`src/design/assert_macros.svh`:
```
// Assertion macros shared by the order book tracker RTL.
// Depends on nothing; included by files that assert.
`ifndef ASSERT_MACROS_SVH
`define ASSERT_MACROS_SVH
`ifndef SYNTHESIS
`define ASSERT_IMPLIES(label, clk, rst, a, b) \
   label: assert property (@(posedge clk) disable iff (rst) (a) |-> (b)) \
      else $error("assertion failed");
`define ASSERT_NEXT(label, clk, rst, a, b) \
   label: assert property (@(posedge clk) disable iff (rst) (a) |=> (b)) \
      else $error("assertion failed");
`else
`define ASSERT_IMPLIES(label, clk, rst, a, b)
`define ASSERT_NEXT(label, clk, rst, a, b)
`endif
`endif

```
`src/design/obbpt_pkg.sv`:
```
// Package for the order book tracker: word types and back-end states.
// Depends on nothing.
package obbpt_pkg;
   localparam int PriceW = 32;
   localparam int QtyW = 48;
   localparam int TimeW = 63;

   typedef struct packed {
      logic              side;
      logic [PriceW-1:0] price_ticks;
      logic [QtyW-1:0]   quantity;
      logic [TimeW-1:0]  update_time;
   } req_word_type;

   typedef struct packed {
      logic              accepted;
      logic              table_full;
      logic              bid_valid;
      logic [PriceW-1:0] best_bid_price;
      logic [QtyW-1:0]   best_bid_qty;
      logic              ask_valid;
      logic [PriceW-1:0] best_ask_price;
      logic [QtyW-1:0]   best_ask_qty;
      logic [TimeW-1:0]  book_time;
   } rsp_word_type;

   // classified command passed front to back
   typedef struct packed {
      logic              accepted;
      logic              side;
      logic [PriceW-1:0] price;
      logic [QtyW-1:0]   qty;
      logic [TimeW-1:0]  book_time;
   } cmd_type;

   typedef enum logic [1:0] {
      ST_IDLE,
      ST_APPLY,
      ST_SCAN,
      ST_SEND
   } back_state_type;
endpackage

```
`src/design/obbpt_front.sv`:
```
// Front end: time check and two-entry command queue.
// Depends on obbpt_pkg.
module obbpt_front import obbpt_pkg::*; (
   input  logic         clock,
   input  logic         reset,
   input  logic         push,
   output logic         full,
   input  req_word_type req_word,
   input  logic         cmd_take,
   output logic         cmd_valid,
   output cmd_type      cmd
);
   cmd_type            q_ff [2];
   cmd_type            q_in [2];
   logic [1:0]         cnt_ff, cnt_in;
   logic [TimeW-1:0]   time_ff, time_in;
   cmd_type            c;
   logic               do_push;

   assign full = (cnt_ff == 2'd2);
   assign do_push = push && !full;
   assign cmd_valid = (cnt_ff != 2'd0);
   assign cmd = q_ff[0];

   always_comb begin
      c.accepted = (req_word.update_time >= time_ff);
      c.side = req_word.side;
      c.price = req_word.price_ticks;
      c.qty = req_word.quantity;
      c.book_time = c.accepted ? req_word.update_time : time_ff;
      time_in = do_push ? c.book_time : time_ff;
      q_in[0] = q_ff[0];
      q_in[1] = q_ff[1];
      cnt_in = cnt_ff;
      if (cmd_take && cmd_valid) begin
         q_in[0] = q_ff[1];
         cnt_in = cnt_in - 2'd1;
      end
      if (do_push) begin
         q_in[cnt_in[0]] = c;
         cnt_in = cnt_in + 2'd1;
      end
   end

   always_ff @(posedge clock) begin
      q_ff[0] <= q_in[0];
      q_ff[1] <= q_in[1];
      if (reset) begin
         cnt_ff <= 2'd0;
         time_ff <= '0;
      end else begin
         cnt_ff <= cnt_in;
         time_ff <= time_in;
      end
   end
endmodule

```
`config.mk`:
```
export PLATFORM = sky130hd
export DESIGN_NAME = obbpt_front
export DESIGN_NICKNAME = d
export VERILOG_FILES = /design/src/design/assert_macros.svh /design/src/design/obbpt_pkg.sv /design/src/design/obbpt_front.sv
export SDC_FILE = /design/constraint.sdc
export NUM_CORES = 1
export LEC_CHECK = 0
export BUFFER_PORTS_ARGS = -buffer_cell sky130_fd_sc_hd__buf_2
export CAP_MARGIN = 20
export CORE_MARGIN = 1.5
export CORE_UTILIZATION = 50
export DETAILED_ROUTE_END_ITERATION = 16
export GPL_TIMING_DRIVEN = 0
export PLACE_DENSITY = 0.73
export SETUP_SLACK_MARGIN = 0.05
export SLEW_MARGIN = 40
export SYNTH_ARGS = -nofsm -noshare
export SYNTH_HDL_FRONTEND = slang
export SYNTH_SLANG_ARGS = --single-unit
```
`constraint.sdc`:
```
create_clock -name clock -period 6.8 [get_ports clock]
set_clock_uncertainty 0.05 [all_clocks]
set_input_delay 0.68 -clock clock [delete_from_list [all_inputs] [get_ports clock]]
set_output_delay 0.68 -clock clock [all_outputs]
set_load 0.005 [all_outputs]
```
==> flow_summary_export.csv <==
group,metric,value,unit
global_route,grtUsageTotal,25.3,%
global_route,antenna_found_initial,4,
cts,cts_sinks,355,
cts,postCtsHoldBufs,0,
sta,rsz0062_at_grt,"no",
routing,vias_per_cell,5.55,
min_path,hold_class,"primary input to register",
sta,fin_crit,3580,ps
sta,post-route-period-util,52.7,%
sta,worstMarginPinSlew,813,ps
worst_setup_path,crit_arrival,3980,ps
yosys,avgSynthCellArea,10.3,um^2
placed_design,placement.io_buffers,294,
routing,drt_pass1_iterations,7,
sta,drv_slew,0,
run,max_cap_violations,0,
sta,setup_viol,0,
cells_and_area,diodes,0,
status,status,"completed",
cts,ctsLongestPathBuffers,3,
worst_setup_path,r2r_setup_slack,3220,ps
yosys,mappedNetlistNets,1838,
yosys,synth_seq_cells,355,
worst_setup_path,rr_worst_depth,10,
global_route,met2_usage,43.1,%
worst_setup_path,startpoint,"cnt_ff[0]$_SDFF_PP0_",
global_route,met1_usage,32.4,%
worst_setup_path,cp-start-kind,"register",
yosys,netlist_instances,1624,
sta,setup-tns-final,0,ps
global_route,grt_first_pass_wirelength,68.7,mm
floorplan,std_cell_rows,66,
worst_setup_path,critPathKind,"register to register",
worst_setup_path,critPathRequiredTime,7200,ps
sta,maxSlewHeadroom,45.8,%
floorplan,num_io_pins,295,
floorplan,die_x,186,um
yosys,ys_seq_area_share,51.2,%
cts,post_cts_buffers,0,
cts,clk_pin_slew,60,ps
pwr,power_density,454,mW/mm^2
routing,num_vias,13500,
worst_setup_path,r2r_start,"cnt_ff[0]$_SDFF_PP0_",
routing,drt_iter0_markers,984,
yosys,netlist_area,0.0167,mm^2
worst_setup_path,r2r_end,"q_ff[0][144]$_DFF_P_",
pwr,max-vdd-ir-drop,0.261,mV
yosys,yosys_warnings,0,
cts,cts_tree,"yes",
routing,wl,44.7,mm
placed_design,place.gp.congestion,0.860,
floorplan,start_util,51.2,%
cells_and_area,synthToLayoutAreaGrowth,20.7,%
sta,fmax,0.279,GHz
global_route,use_met3,4.83,%
cts,cts.root.buffer_cell,"clkbuf_16",
pwr,p_leak,8.21,nW
cells_and_area,fin_nets,2178,
global_route,grt_most_used_layer,"met2",
worst_setup_path,endpoint_kind,"register",
global_route,grt_max_degree,33,
cts,ctsResizeCount,0,
cells_and_area,utilization,61.7,%
global_route,gr-total-overflow,0,
routing,wire_per_inst,18.4,um
yosys,ys.flop_type,"dfxtp_1",
cts,cts_max_level,2,
routing,ant_nets,0,
yosys,synth-edff-count,145,
routing,drc,0,
global_route,grt_pass1_vias,13100,
yosys,ys_types,46,
floorplan,fp.coreArea,0.0327,mm^2
cts,cts_made_buffers,39,
floorplan,dieArea,0.0346,mm^2
cells_and_area,drive_gt1_share,28.8,%
worst_setup_path,worstPathMaxFanout,10,
sta,hold_violations,0,
floorplan,die_height,186,um
placed_design,hpwl,32.2,mm
yosys,synthArstFlopShare,0,%
min_path,holdPathStages,1,
min_path,min-delay-start,"req_word[95]",
cts,worst_skew_pair.late_latency,540,ps
-- per-layer routing --
layer	wire, um	share of wire [%]
met5	53	0.12
met4	1120	2.5
met3	3500	7.8
met2	21400	48
met1	18700	42
-- cell usage after synthesis (8+ instances only) --
library cell | number | share of area (%)
dfxtp_1 | 210 | 25
nand2_1 | 164 | 3.7
buf_4 | 153 | 6.9
edfxtp_1 | 145 | 26
o21ai_0 | 120 | 3.6
mux2i_1 | 83 | 5.0
clkbuf_1 | 68 | 1.5
nand3_1 | 68 | 2.0
inv_1 | 67 | 1.5
a211oi_1 | 66 | 3.0
ha_1 | 66 | 4.9
nor2b_1 | 65 | 2.4
a31oi_1 | 62 | 2.3
o2111ai_1 | 62 | 3.2
o31ai_1 | 62 | 2.8
buf_2 | 34 | 1.0
o21ai_1 | 31 | 0.93
a21oi_1 | 26 | 0.78
nand4_1 | 12 | 0.45
nor2_1 | 9 | 0.20
buf_6 | 8 | 0.54
-- metrics by stage --
stage	setup WS, ps	instance area (um^2)	instances	power (mW)	hold WS [ps]
after global routing	2970	20200	2437	9.74	276
final	3220	20200	2437	9.16	289
after CTS	3170	20200	2437	9.21	269
after global placement	-1030	18800	2360	6.94	425
after detailed placement	3120	18900	2365	7.02	434
after floorplan	1530	16700	1624	5.76	402
-- power by group --
group / total, mW / switching (mW) / internal [mW] / leakage, nW
sequential: 3.38 / 0.311 / 3.07 / 3.10
clock: 2.15 / 0.854 / 1.30 / 0.646
combinational: 3.63 / 1.91 / 1.71 / 4.46
-- worst max-delay path, cell delays in order, from the launching register on --
cell and delay [ps]:
dfxtp_1 360, inv_1 100, ha_1 250, nor2b_1 360, xnor2_1 200, nor2_1 290
buf_2 400, clkbuf_1 600, clkbuf_1 510, o21ai_0 260, o21ai_0 120
-- worst max path at each step --
stage	to	slack [ps]	cells past startpoint
after floorplan	register	1530	6
after global placement	register	-1030	6
after detailed placement	q_ff[0][144]$_DFF_P_	3120	9
after CTS	q_ff[0][144]$_DFF_P_	3170	10
after global routing	q_ff[0][144]$_DFF_P_	2970	10
final	q_ff[0][144]$_DFF_P_	3220	10
-- cells by family (layout without fill, tap and decap cells) --
group | count (synthesis) | in the layout | synth area share [%]
compound gates | 447 | 447 | 17.6
fa+ha+maj | 66 | 66 | 4.94
mux | 83 | 83 | 4.97
xor+xnor | 3 | 3 | 0.157
buf+inv | 336 | 707 | 11.6
flops | 355 | 355 | 51.2
simple gates | 334 | 334 | 9.56
-- layout make-up --
| cell class | instances | area, um^2 |
|---|---|---|
| Inverter | 69 | 259 |
| Sequential cell | 355 | 8560 |
| Buffer | 267 | 1690 |
| Timing Repair Buffer | 299 | 1580 |
| Multi-Input combinational cell | 933 | 6240 |
| Fill cell | 2773 | 12500 |
| Tap cell | 442 | 553 |
| Clock inverter | 18 | 199 |
| Clock buffer | 54 | 1110 |
-- placed cells by master, fill, tap and decap left out, types with 31 or more instances in the layout --
cell / n
buf_2: 328
nand2_1: 164
nor2b_1: 65
o31ai_1: 62
mux2i_1: 83
nand3_1: 68
edfxtp_1: 145
dfxtp_1: 210
inv_1: 67
o21ai_0: 120
ha_1: 65
a31oi_1: 62
buf_4: 153
clkbuf_16: 40
clkbuf_1: 74
a211oi_1: 66
o21ai_1: 31
o2111ai_1: 62
Note: power is estimated with default switching activity, not from simulation.
